===== src/rtl/core/bfa_pkg.sv =====
// ----------------------------------------------------------------------------
// bfa_pkg
// Shared types and constants of the 3x3 box filter.
// ----------------------------------------------------------------------------
package bfa_pkg;

    // Configuration register indexes
    typedef enum logic [1:0] {
        CFG_ROW_COUNT    = 2'd0,
        CFG_COLUMN_COUNT = 2'd1
    } t_cfg_index;

    localparam int CFG_DATA_W  = 12;
    localparam int ROW_W       = 12;
    localparam int WCOL_W      = 10;
    localparam int SUM_W       = 20;
    localparam int COLSUM_W    = 18;

    // Divide by nine: q = (x * DIV9_RECIP) >> DIV9_SHIFT, exact for x < 2**19
    localparam int                DIV9_X_W   = 19;
    localparam int                DIV9_R_W   = 21;
    localparam int                DIV9_P_W   = DIV9_X_W + DIV9_R_W;
    localparam int                DIV9_SHIFT = 24;
    localparam logic [DIV9_R_W-1:0] DIV9_RECIP = 21'd1864136;

    // Output queue
    localparam int FIFO_DEPTH = 8;
    localparam int FIFO_PTR_W = 3;
    localparam int FIFO_CNT_W = 4;

    typedef logic signed [15:0] t_sample;

    typedef struct packed {
        t_sample upper;
        t_sample middle;
    } t_line;

    typedef struct packed {
        t_sample upper;
        t_sample middle;
        t_sample current;
    } t_column;

    typedef struct packed {
        logic signed [SUM_W-1:0] sum;
        logic [ROW_W-1:0]        row;
        logic [WCOL_W-1:0]       col;
        logic                    last;
    } t_window;

    typedef struct packed {
        logic signed [SUM_W-1:0] sum;
        t_sample                 average;
        logic [ROW_W-1:0]        row;
        logic [WCOL_W-1:0]       col;
        logic                    last;
    } t_result;

endpackage


===== src/rtl/core/bfa_div9.sv =====
// ----------------------------------------------------------------------------
// bfa_div9
// Three-stage signed divide by nine, round to nearest, ties away from zero.
// ----------------------------------------------------------------------------
module bfa_div9
    import bfa_pkg::*;
(
    input  logic    i_clk,
    input  logic    i_rst_n,
    input  logic    i_valid,
    input  t_window i_win,
    output logic    o_valid,
    output t_result o_res
);

    logic                r_d1_valid;
    logic [DIV9_X_W-1:0] r_d1_x;
    logic                r_d1_neg;
    t_window             r_d1_win;
    logic                r_d2_valid;
    logic [DIV9_P_W-1:0] r_d2_prod;
    logic                r_d2_neg;
    t_window             r_d2_win;
    logic                r_d3_valid;
    t_result             r_d3_res;

    logic [SUM_W-1:0]    w_mag;
    logic [DIV9_X_W-1:0] w_x;
    logic [16:0]         w_q;
    logic [16:0]         w_q_neg;

    assign w_mag   = i_win.sum[SUM_W-1] ? (~i_win.sum + 1'b1) : i_win.sum;
    assign w_x     = w_mag[DIV9_X_W-1:0] + DIV9_X_W'(4);
    assign w_q     = r_d2_prod[DIV9_SHIFT +: 17];
    assign w_q_neg = ~w_q + 1'b1;

    always_ff @(posedge i_clk) begin
        if (!i_rst_n) begin
            r_d1_valid <= 1'b0;
            r_d2_valid <= 1'b0;
            r_d3_valid <= 1'b0;
        end else begin
            r_d1_valid <= i_valid;
            r_d2_valid <= r_d1_valid;
            r_d3_valid <= r_d2_valid;
        end
    end

    always_ff @(posedge i_clk) begin
        r_d1_x    <= w_x;
        r_d1_neg  <= i_win.sum[SUM_W-1];
        r_d1_win  <= i_win;
        r_d2_prod <= DIV9_P_W'(r_d1_x) * DIV9_P_W'(DIV9_RECIP);
        r_d2_neg  <= r_d1_neg;
        r_d2_win  <= r_d1_win;
        r_d3_res.sum     <= r_d2_win.sum;
        r_d3_res.average <= r_d2_neg ? w_q_neg[15:0] : w_q[15:0];
        r_d3_res.row     <= r_d2_win.row;
        r_d3_res.col     <= r_d2_win.col;
        r_d3_res.last    <= r_d2_win.last;
    end

    assign o_valid = r_d3_valid;
    assign o_res   = r_d3_res;

endmodule


===== config.mk =====
export PLATFORM = sky130hd
export DESIGN_NAME = bfa_div9
export DESIGN_NICKNAME = d
export VERILOG_FILES = /design/src/rtl/core/bfa_pkg.sv /design/src/rtl/core/bfa_div9.sv
export SDC_FILE = /design/constraint.sdc
export NUM_CORES = 1
export LEC_CHECK = 0
export BUFFER_PORTS_ARGS = -buffer_cell sky130_fd_sc_hd__buf_2
export CORE_MARGIN = 1
export CORE_UTILIZATION = 55
export DETAILED_ROUTE_END_ITERATION = 7
export HOLD_SLACK_MARGIN = 0.03
export PLACE_DENSITY_LB_ADDON = 0.15
export SLEW_MARGIN = 40
export SYNTH_ARGS = -nofsm -noshare
export SYNTH_HDL_FRONTEND = slang
export SYNTH_SLANG_ARGS = --single-unit

===== constraint.sdc =====
create_clock -name i_clk -period 13.3 [get_ports i_clk]
set_input_delay 0.665 -clock i_clk [delete_from_list [all_inputs] [get_ports i_clk]]
set_output_delay 0.665 -clock i_clk [all_outputs]
set_load 0.01 [all_outputs]

==> results.txt <==
* Post-detailed-placement half-perimeter wirelength: between 10000 and 15000 µm
* Area inside the core boundary: approximately 17000 µm²
- The final count of hold timing violations came to 0.
* Aggregate routed wire length: 18100 µm
- The worst setup path is captured at a flop.
- Slack of the worst reg-to-reg path: 7.56 ns
* Cells on Worst Hold Path: 0
- Root Buffer: sky130_fd_sc_hd__clkbuf_16
- After clock tree synthesis, the setup repair step added 0 buffers.
- Measured against the total synthesized area, the mux share comes to 0%.
* DRT antenna net count: 0
- After synthesis, flip-flops and latches occupy between 30% and 40% of the total area.
- Peak clock frequency supported by timing: approximately 170 MHz
* Crit path buf inv count: 4
- Vertical extent of the die: 136 µm
* Global-route wire length before repair: ~30000 µm
- Placement-stage cell area: around 11000 µm²
- Path type of the worst min-delay path: reg2reg
- Cell types with the highest counts after synthesis: 182 x sky130_fd_sc_hd__dfxtp_1, 156 x sky130_fd_sc_hd__inv_1, 145 x sky130_fd_sc_hd__ha_1
- Total standard cell area after synthesis: 9930 µm²
- OpenSTA, run right after detailed placement, puts the worst setup slack at 7.56 ns.
- Highest-delay cell along the critical path: sky130_fd_sc_hd__fa_1
- Antenna diode count: 0
- Row count: 48
- Clock tree buffer depth: 2
* Startpoint of the most critical hold path: r_d2_win[37]$_DFF_P_
- Placer Congestion: 0.945
- Buffers placed on the I/O ports in this run total ~110.
- Initial DRT Pass Iterations: 4
- The number of nets handed over by synthesis was 1170.
* Fin util: ~65%
- Clock insertion delay at the later pin of the skew report: between 0.4 and 0.5 ns
- The number of slew-limit violations in the final report is 0.
- Data on the critical path arrives at its endpoint at a little over 6 ns.
* Worst reg-to-reg path cell count: 20
- Cell count after synthesis: between 800 and 900
- Of all flip-flops after synthesis, the portion carrying an async set or reset was 0%.
- On the final layout, the worst clock skew is about 0.010 ns.
- STA classifies the critical path startpoint as a flop.
* Smallest setup slack after layout: around 7.6 ns
- DRC: 0
* Sum of negative setup slack: 0 ns
- Among all flip-flop cells after synthesis, the most frequent one is sky130_fd_sc_hd__dfxtp_1.
- Final setup viols: 0
- The netlist uses 59 different library cells.
- Gates resized during post-CTS repair numbered 0.
- TritonCTS built the clock tree.
- Entering global routing, the biggest net connects 33 pins.
- Clock-pin slew was measured on the worst setup and hold paths at 0.07 ns.
- Warnings, synthesis: 0
- The finished cells cover between 10000 and 15000 µm².
* Clk sink count: between 150 and 200
- The average instance in the mapped netlist occupies between 10 and 15 µm².
- Dominant combinational cell family by area after synthesis: adder cells
* Routed wire per std cell: ~15 µm
* Fraction of post-synthesis cell area in the top cell type by area: 36.7%
- CTS Hold Buffers Added: 0
- Run status: complete, no violations
- Setup repair after global routing left no endpoint under its margin.
* Worst R2R End: r_d2_prod[38]$_DFF_P_
* Clock H-tree levels: 4
* Number of synthesized flops with an enable pin: 0
- Fraction of final layout cells with drive strength greater than 1: between 10% and 20%
* Final worst-path cycle share: 43.2%
- Number of global-route vias before repair: 6167
* Ordered list of cells on the worst path: inv_1 -> fa_1 -> inv_1 -> ha_1 -> xor2_1 -> ha_1 -> a21o_1 -> fa_1 -> inv_1 -> fa_1 -> fa_1 -> inv_1 -> ha_1 -> a21oi_1 -> o31ai_1 -> a211oi_1 -> o211ai_1 -> o31ai_1 -> nor4b_1 -> a211o_1
- Reg-to-reg startpoint: r_d1_x[6]$_DFF_P_
- Grouping stages by cell kind, the critical path spends the most delay in adder cells.
- After Yosys synthesis, full adders, half adders and majority gates account for about a third of the synthesized area.
- Of the total synthesized cell area, the portion taken by XOR and XNOR cells is 6.35%.
- Overall Global Routing Usage: 21.0%
- In the post-synthesis netlist, the cell with the most instances is sky130_fd_sc_hd__dfxtp_1.
- Worst-path maximum fanout: 6
* Time the final worst path needs with I/O delays and setup: roughly 5.7 ns
* Grt total ovfl: 0
- The synthesized netlist devotes roughly 7.0% of its cell area to simple gates.
- Average via count per standard cell: approximately 5
* Required time of the worst setup path: between 10 and 15 ns
- Initial Utilization: 56.8%
- Number of antenna violations at the first check in global routing: 1
* Detailed router's first-iteration violation count: 338
- Worst relative slew slack: just under 60%
- Compound-gate portion of the synthesized area: 8.44%
* Vias: 6256
- Number of synthesized register bits: about 180
- Max-cap violations in this run came to 0.
- For this design the top-level I/O count stands at around 110.
- The path with the worst hold slack has its endpoint at o_res[53]$_DFF_P_.
- Ranked by total cell area, the synthesized netlist is headed by sky130_fd_sc_hd__dfxtp_1 37%, sky130_fd_sc_hd__ha_1 18%, sky130_fd_sc_hd__fa_1 17%, sky130_fd_sc_hd__inv_1 5.9%, sky130_fd_sc_hd__xnor2_1 3.9%.
- Number of buffers created by CTS: 17
- Net count of the finished layout: approximately 1300
* Width of the chip: between 100 and 150 µm
* Syn-to-layout area delta: 13.7%
- For the pin with the worst max-slew slack, the measured transition is slightly above 0.6 ns.
- Die Outline Area: 18600 µm²
* Dominant cell type by area after synthesis: sky130_fd_sc_hd__dfxtp_1
* Slowest cell delay on critical path: ~0.55 ns
* Crit Path Category: reg2reg
==> routing by layer <==
metal  track usage (%)  routed length [µm]  up-vias
met4              9.26                 384        0
met5                 0                   0        -
li1                  -                   -     3192
met2              33.7                8430      140
met1              27.4                8490     2901
met3              4.25                 834       23
==> layout by cell type, fill, tap and decap left out, types with 5 or more instances in the layout <==
cell type                   instances
sky130_fd_sc_hd__nor2_1            23
sky130_fd_sc_hd__o41ai_1            6
sky130_fd_sc_hd__fa_1              83
sky130_fd_sc_hd__o21ai_0           20
sky130_fd_sc_hd__nand2_1           23
sky130_fd_sc_hd__a21oi_1           31
sky130_fd_sc_hd__inv_1            156
sky130_fd_sc_hd__ha_1             145
sky130_fd_sc_hd__or3_1              7
sky130_fd_sc_hd__nor3_1            18
sky130_fd_sc_hd__xnor2_1           44
sky130_fd_sc_hd__dfxtp_1          182
sky130_fd_sc_hd__nand2b_1           8
sky130_fd_sc_hd__xor2_1            28
sky130_fd_sc_hd__a31oi_1            5
sky130_fd_sc_hd__clkbuf_16         17
sky130_fd_sc_hd__buf_2            105
sky130_fd_sc_hd__nand3_1           11
sky130_fd_sc_hd__o31ai_1            9
sky130_fd_sc_hd__clkinv_8           5
sky130_fd_sc_hd__a21o_1            16
sky130_fd_sc_hd__nand4_1            5
==> state kept, by name, indices dropped and copies added (netlist names), 16 cells and up <==
| register | flops |
|---|---|
| o_res | 59 |
| r_d1_win | 42 |
| r_d2_win | 42 |
| r_d1_x | 18 |
| r_d2_prod | 16 |
==> through the flow <==
| stage | instances | hold slack, ns |
|---|---|---|
| final | 1246 | 0.328 |
| after detailed placement | 1214 | 0.312 |
| after global routing | 1246 | 0.307 |
| after floorplan | 896 | 0.310 |
| after CTS | 1246 | 0.303 |
| after global placement | 1214 | 0.310 |
==> how the worst max path moves through the flow <==
| stage | from | end | depth (start not counted) |
|---|---|---|---|
| finish | r_d1_x[6]$_DFF_P_ | r_d2_prod[38]$_DFF_P_ | 20 |
| global route | r_d1_x[8]$_DFF_P_ | r_d2_prod[38]$_DFF_P_ | 18 |
| CTS | r_d1_x[6]$_DFF_P_ | r_d2_prod[38]$_DFF_P_ | 20 |
| detailed placement | r_d1_x[6]$_DFF_P_ | r_d2_prod[38]$_DFF_P_ | 20 |
| global placement | r_d1_x[8]$_DFF_P_ | r_d2_prod[38]$_DFF_P_ | 18 |
| floorplan | r_d1_x[13]$_DFF_P_ | r_d2_prod[38]$_DFF_P_ | 19 |
==> area by class of cell <==
type                       count  area (µm²)
timing repair buffer         105         526
tap                          225         282
fill                        1412        6180
clock inverter                13         179
inverter                     156         586
clock buffer                  19         443
sequential                   182        3640
multi-input combinational    546        5640
==> cells by family after synthesis <==
family | count (synthesis)
and+or+nand+nor | 127
buffers and inverters | 168
DFF | 182
AOI/OAI and AO/OA | 119
adders and majority gates | 228
xor gates and xnor gates | 72
Power is left out: the tool's default activity adds up to more than one toggle a clock period on the data nets, which glitch-free logic cannot reach.
