`config.mk`:
```
export PLATFORM = sky130hd
export DESIGN_NAME = bfa_column_cell
export DESIGN_NICKNAME = d
export VERILOG_FILES = /design/src/rtl/core/bfa_pkg.sv /design/src/rtl/core/bfa_column_cell.sv
export SDC_FILE = /design/constraint.sdc
export NUM_CORES = 1
export LEC_CHECK = 0
export BUFFER_PORTS_ARGS = -buffer_cell sky130_fd_sc_hd__buf_2
export CORE_AREA = 2 2 74 104
export CTS_CLUSTER_SIZE = 12
export DETAILED_ROUTE_END_ITERATION = 7
export DIE_AREA = 0 0 76 106
export GPL_TIMING_DRIVEN = 0
export PLACE_DENSITY = 0.76
export RECOVER_POWER = 50
export SYNTH_ARGS = -nofsm -noshare
export SYNTH_HDL_FRONTEND = slang
export SYNTH_SLANG_ARGS = --single-unit
```
`constraint.sdc`:
```
create_clock -name i_clk -period 4.8 [get_ports i_clk]
set_input_delay 0.72 -clock i_clk [delete_from_list [all_inputs] [get_ports i_clk]]
set_output_delay 0.72 -clock i_clk [all_outputs]
set_load 0.1 [all_outputs]
```
`src/rtl/core/bfa_pkg.sv`:
```
// ----------------------------------------------------------------------------
// bfa_pkg
// Shared types and constants of the 3x3 box filter.
// ----------------------------------------------------------------------------
package bfa_pkg;

    // Configuration register indexes
    typedef enum logic [1:0] {
        CFG_ROW_COUNT    = 2'd0,
        CFG_COLUMN_COUNT = 2'd1
    } t_cfg_index;

    localparam int CFG_DATA_W  = 12;
    localparam int ROW_W       = 12;
    localparam int WCOL_W      = 10;
    localparam int SUM_W       = 20;
    localparam int COLSUM_W    = 18;

    // Divide by nine: q = (x * DIV9_RECIP) >> DIV9_SHIFT, exact for x < 2**19
    localparam int                DIV9_X_W   = 19;
    localparam int                DIV9_R_W   = 21;
    localparam int                DIV9_P_W   = DIV9_X_W + DIV9_R_W;
    localparam int                DIV9_SHIFT = 24;
    localparam logic [DIV9_R_W-1:0] DIV9_RECIP = 21'd1864136;

    // Output queue
    localparam int FIFO_DEPTH = 8;
    localparam int FIFO_PTR_W = 3;
    localparam int FIFO_CNT_W = 4;

    typedef logic signed [15:0] t_sample;

    typedef struct packed {
        t_sample upper;
        t_sample middle;
    } t_line;

    typedef struct packed {
        t_sample upper;
        t_sample middle;
        t_sample current;
    } t_column;

    typedef struct packed {
        logic signed [SUM_W-1:0] sum;
        logic [ROW_W-1:0]        row;
        logic [WCOL_W-1:0]       col;
        logic                    last;
    } t_window;

    typedef struct packed {
        logic signed [SUM_W-1:0] sum;
        t_sample                 average;
        logic [ROW_W-1:0]        row;
        logic [WCOL_W-1:0]       col;
        logic                    last;
    } t_result;

endpackage

```
`src/rtl/core/bfa_column_cell.sv`:
```
// ----------------------------------------------------------------------------
// bfa_column_cell
// One window column: holds three samples and their sum, hands them on.
// ----------------------------------------------------------------------------
module bfa_column_cell
    import bfa_pkg::*;
(
    input  logic                       i_clk,
    input  logic                       i_shift,
    input  t_column                    i_column,
    output t_column                    o_column,
    output logic signed [COLSUM_W-1:0] o_col_sum
);

    t_column                    r_column;
    logic signed [COLSUM_W-1:0] r_col_sum;
    logic signed [COLSUM_W-1:0] n_col_sum;

    assign n_col_sum = COLSUM_W'(i_column.upper) + COLSUM_W'(i_column.middle)
                     + COLSUM_W'(i_column.current);

    // advance on every transaction of the stream
    always_ff @(posedge i_clk) begin
        if (i_shift) begin
            r_column  <= i_column;
            r_col_sum <= n_col_sum;
        end
    end

    assign o_column  = r_column;
    assign o_col_sum = r_col_sum;

endmodule

```
==> results of run 1 <==
[synth_stat cells (2+ instances only)]
library cell,count,area share
inv_1,9,0.011
a21oi_1,11,0.018
o21ai_0,6,0.0095
nand3_1,6,0.0095
xnor2_1,5,0.014
o211ai_1,4,0.0095
and3_1,4,0.0080
clkbuf_1,3,0.0036
nor3_1,7,0.011
ha_1,16,0.064
edfxtp_1,66,0.63
a211oi_1,2,0.0048
a21o_1,5,0.012
nand2_1,8,0.0095
xor2_1,3,0.0084
fa_1,17,0.11
nor2_1,8,0.0095
or2_2,2,0.0040
[final timing paths]
check	cells past startpoint	slack (ns)	endpoint	from
setup / recovery	1	1.53	o_column[34]$_DFFE_PP_	i_shift
hold / removal	1	0.58	o_column[0]$_DFFE_PP_	i_column[0]
[where the power goes]
group | leakage, nW | switching, mW | internal [mW]
clock network | 0.0816 | 0.192 | 0.183
logic | 0.847 | 0.753 | 0.181
registers | 0.646 | 0.0172 | 0.736
[metal layers]
layer	wire length (um)	up-vias	track usage
li1	-	1034	-
met1	2170	1003	0.166
met2	3310	86	0.296
met3	387	12	0.0467
met4	155	0	0.0870
met5	0	-	0
[sequential cells by signal, indices dropped and copies added (netlist names)]
| name | flops |
|---|---|
| o_column | 48 |
| o_col_sum | 18 |
[logic make-up after synthesis]
| logic type | after synthesis |
|---|---|
| flops | 66 |
| xor+xnor | 8 |
| mux | 1 |
| compound gates | 40 |
| simple gates | 42 |
| fa+ha+maj | 33 |
| buf+inv | 13 |
[layout make-up]
class / count / area share
flip-flops and latches: 66 / 0.503
multi-input cells: 124 / 0.283
repair buffers: 115 / 0.131
clock buffers: 12 / 0.0343
well taps: 97 / 0.0308
inverters: 9 / 0.00858
clock inverters: 4 / 0.00477
plain buffers: 4 / 0.00381
[per-stage QoR]
step,power (mW),setup WS (ns)
after floorplan,1.54,1.66
after global placement,1.70,1.37
after detailed placement,1.71,1.36
after CTS,2.09,1.73
after global routing,2.16,1.21
final,2.06,1.53
==> flow_summary_export.csv, run 1 <==
group,metric,value,unit
timing,hold_viol,0,
placement,io_buffer_count,115,
clock_tree,cts_max_level,3,
die,pin_count,116,
critical_path,cp-end-kind,"flip-flop",
clock_tree,cts_setup_buffers,0,
cells_and_area,multiInputGateArea,1110,sq um
critical_path,worstPathArrival,3.14,ns
global_route,grt_usage,0.162,
cells_and_area,syn_to_final_growth,25.1,%
status,violations,"capacitance limit, slew limit",
critical_path,critPathTopFamily,"buffers and inverters",
cells_and_area,design_area,3940,sq um
critical_path,path_buf_inv,1,
logic_synthesis,ys.flop_type,"edfxtp_1",
route,detail_route.vias_per_cell,4.95,
route,drtIter0Drc,102,
timing,slew_violations,67,
logic_synthesis,synth.area.mux_share,0.00318,
die,rows,37,
logic_synthesis,synthesis.nets,286,
logic_synthesis,synth-edff-count,66,
timing,slew_headroom,-1.28,
route,drt-total-wl,6.02,mm
clock_tree,numCtsBuffers,9,
critical_path,path_max_fanout,66,
route,vias,2135,
clock_tree,clk_pin_slew,0.06,ns
logic_synthesis,syn_inst,203,
critical_path,critPathKind,"primary input to flip-flop",
logic_synthesis,synthArstFlopShare,0,
timing,period_share,0.681,
cells_and_area,final_common_cell,"buf_2",
placement,place_congestion,0.753,
logic_synthesis,synth-simple-area-share,0.0684,
logic_synthesis,ys_types,39,
cells_and_area,drive_above_1_share,0.254,
pwr,power_density,524,nW/um^2
flow_run,max_cap_violations,1,
logic_synthesis,synth.avg_cell_area,15.5,sq um
route,avgRoutedWirePerCell,14.0,um
die,start_util,0.438,
die,die_y,106,um
cells_and_area,diodes,0,
logic_synthesis,synth-adder-area-share,0.172,
timing,rsz0062_at_grt,"no",
clock_tree,cts_sinks,66,
critical_path,path_cells,"clkbuf_1",
logic_synthesis,synth_compound_area_frac,0.0887,
global_route,antenna_found_initial,0,
route,firstDrtPassIters,5,
clock_tree,hold_buffers,0,
cells_and_area,final_util,0.549,
timing,tns,0,ns
route,ant_nets,0,
worst_hold_path,hp-class,"primary input to flip-flop",
status,run_status,"complete, but fails checks",
timing,hold-worst-slack,0.577,ns
placement,dp.cells,415,
cells_and_area,layout_common_cells,"67 x buf_2, 66 x edfxtp_1, 54 x clkbuf_1",
logic_synthesis,netlist_area,3150,sq um
logic_synthesis,synth_top_family_by_area,"adder cells",
logic_synthesis,yosysWarnings,0,
cells_and_area,fillCellCount,634,
placement,postPlaceCellArea,3840,sq um
critical_path,start_kind,"primary input",
route,drc,0,
critical_path,critPathRequiredTime,4.67,ns
placement,dp_hpwl,4.68,mm
timing,setup_viol,0,
pwr,p_leak,1.57,nW
clock_tree,cts-root-buf,"clkbuf_8",
cells_and_area,layout.cells.non_filler,431,
cells_and_area,regArea,1980,sq um
critical_path,crit_slowest_cell,"clkbuf_1",
global_route,overflow,0,
clock_tree,cts_resized,0,
logic_synthesis,yosysSeqAreaShare,0.630,
global_route,grt_pass1_vias,2203,
timing,min_period,3.27,ns
global_route,grt_pass1_wl,9.91,mm
logic_synthesis,yosys.area_share.xor_xnor,0.0223,
logic_synthesis,synth-seq-cells,66,
global_route,grt_max_degree,67,
clock_tree,tritoncts,"yes",
pwr,vdd_drop_max,0.288,mV
clock_tree,clockBufferDepth,2,
timing,fmax,306,MHz
die,fp.coreArea,7180,sq um
critical_path,max_stage_delay,2.36,ns
die,die_area,8060,sq um
cells_and_area,nNetsFinal,412,
timing,worst_pin_slew,3.42,ns
die,fp.dieW,76,um
(Power assumes the default switching activity.)
==> run 2: changes to the inputs <==
- clock period: 4.8 -> 3.2 ns (I/O delays scaled with it)
==> run 2 against run 1 <==
  * The run still ends with capacitance limit, slew limit left
  * Final cell count unchanged
  * Core utilization about the same
  * Hold slack got worse by 0.24 ns
  * Largest power group unchanged
==> flow_summary_export.csv, run 2 (synthesized netlist as in run 1, its figures left out) <==
group,metric,value,unit
status,run_status,"complete, but fails checks",
status,violations,"capacitance limit, slew limit",
pwr,p_leak,1.58,nW
route,firstDrtPassIters,4,
die,start_util,0.438,
pwr,clockPowerShare,0.182,
cells_and_area,nNetsFinal,412,
clock_tree,clk_pin_slew,0.07,ns
die,fp.dieW,76,um
clock_tree,cts_max_level,3,
cells_and_area,syn_to_final_growth,25.2,%
die,die_y,106,um
route,avgRoutedWirePerCell,14.0,um
critical_path,start_kind,"primary input",
placement,dp.cells,415,
route,detail_route.vias_per_cell,4.96,
pwr,power_frac_comb,0.453,
clock_tree,tritoncts,"yes",
cells_and_area,largest_register_ffs,48,
timing,setup_viol,0,
cells_and_area,drive_above_1_share,0.257,
flow_run,max_cap_violations,1,
timing,slew_violations,67,
pwr,power_density,785,nW/um^2
timing,period_share,0.889,
cells_and_area,diodes,0,
pwr,p_int,1.65,mW
critical_path,cp-end-kind,"flip-flop",
cells_and_area,regArea,1980,sq um
route,vias,2136,
clock_tree,cts-root-buf,"clkbuf_8",
timing,worst_pin_slew,1.60,ns
global_route,grt_usage,0.162,
global_route,grt_pass1_vias,2203,
critical_path,critPathRequiredTime,3.40,ns
die,fp.coreArea,7180,sq um
global_route,antenna_found_initial,0,
timing,fmax,352,MHz
global_route,overflow,0,
die,pin_count,116,
cells_and_area,final_common_cell,"buf_2",
pwr,p_sw_frac,0.467,
route,ant_nets,0,
timing,tns,0,ns
critical_path,critPathKind,"primary input to flip-flop",
die,rows,37,
clock_tree,cts_setup_buffers,0,
route,drc,0,
clock_tree,numCtsBuffers,9,
pwr,finalPower,3.09,mW
timing,min_period,2.84,ns
clock_tree,cts_resized,0,
pwr,p_sw,1.44,mW
clock_tree,hold_buffers,0,
cells_and_area,fillCellCount,635,
timing,slew_headroom,-0.0656,
route,drtIter0Drc,101,
global_route,grt_max_degree,67,
worst_hold_path,hp-class,"primary input to flip-flop",
timing,rsz0062_at_grt,"no",
placement,place_congestion,0.753,
pwr,vdd_drop_max,0.433,mV
cells_and_area,layout_common_cells,"67 x buf_2, 66 x edfxtp_1, 53 x clkbuf_1",
route,drt-total-wl,6.02,mm
clock_tree,clockBufferDepth,2,
timing,hold_viol,0,
global_route,grt_pass1_wl,9.91,mm
cells_and_area,multiInputGateArea,1110,sq um
placement,io_buffer_count,115,
critical_path,worstPathArrival,3.05,ns
pwr,power_frac_seq,0.365,
placement,dp_hpwl,4.68,mm
cells_and_area,layout.cells.non_filler,431,
critical_path,path_max_fanout,4,
clock_tree,cts_sinks,66,
die,die_area,8060,sq um
## run 2: metal layers
layer  GRT usage  vias to the layer above  wire (um)
li1            -                     1035          -
met1       0.166                     1000       2170
met2       0.296                       87       3300
met3      0.0467                       14        386
met4      0.0870                        0        163
met5           0                        -          0
## run 2: area by class of cell
cell class,instances,area share
Multi-Input combinational cell,124,0.283
Clock buffer,12,0.0343
Buffer,4,0.00381
Inverter,9,0.00858
Tap cell,97,0.0308
Sequential cell,66,0.503
Clock inverter,4,0.00477
Timing Repair Buffer,115,0.131
## run 2: worst max-delay path: stages
cell and delay (ns):
clkbuf_1 0.10, fa_1 0.49, ha_1 0.24, fa_1 0.41
a21o_1 0.23, a221o_1 0.33, a21o_1 0.23, a2111oi_2 0.36
a311o_1 0.18
## run 2: power groups by stage
stage / combinational, mW / clock [mW] / sequential (mW)
2_1_floorplan: 0.342 / 0 / 1.97
3_3_place_gp: 1.40 / 0 / 1.14
3_5_place_dp: 1.42 / 0 / 1.15
4_1_cts: 1.42 / 0.586 / 1.13
5_1_grt: 1.49 / 0.618 / 1.14
6_report: 1.40 / 0.562 / 1.13
## run 2: final timing paths
path	from	to	cells after the start
max	i_column[1]	o_col_sum[15]$_DFFE_PP_	9
min	i_column[0]	o_column[0]$_DFFE_PP_	1
## run 2: through the flow
step / utilization / instance area, sq um / hold slack (ns) / setup WS [ns]
after global routing: 0.549 / 3940 / 0.318 / 0.226
after detailed placement: 0.535 / 3840 / 0.675 / 0.00447
after CTS: 0.557 / 4000 / 0.309 / 0.374
final: 0.549 / 3940 / 0.337 / 0.355
after global placement: 0.535 / 3840 / 0.679 / 0.00972
after floorplan: - / 3150 / 0.579 / 0.303
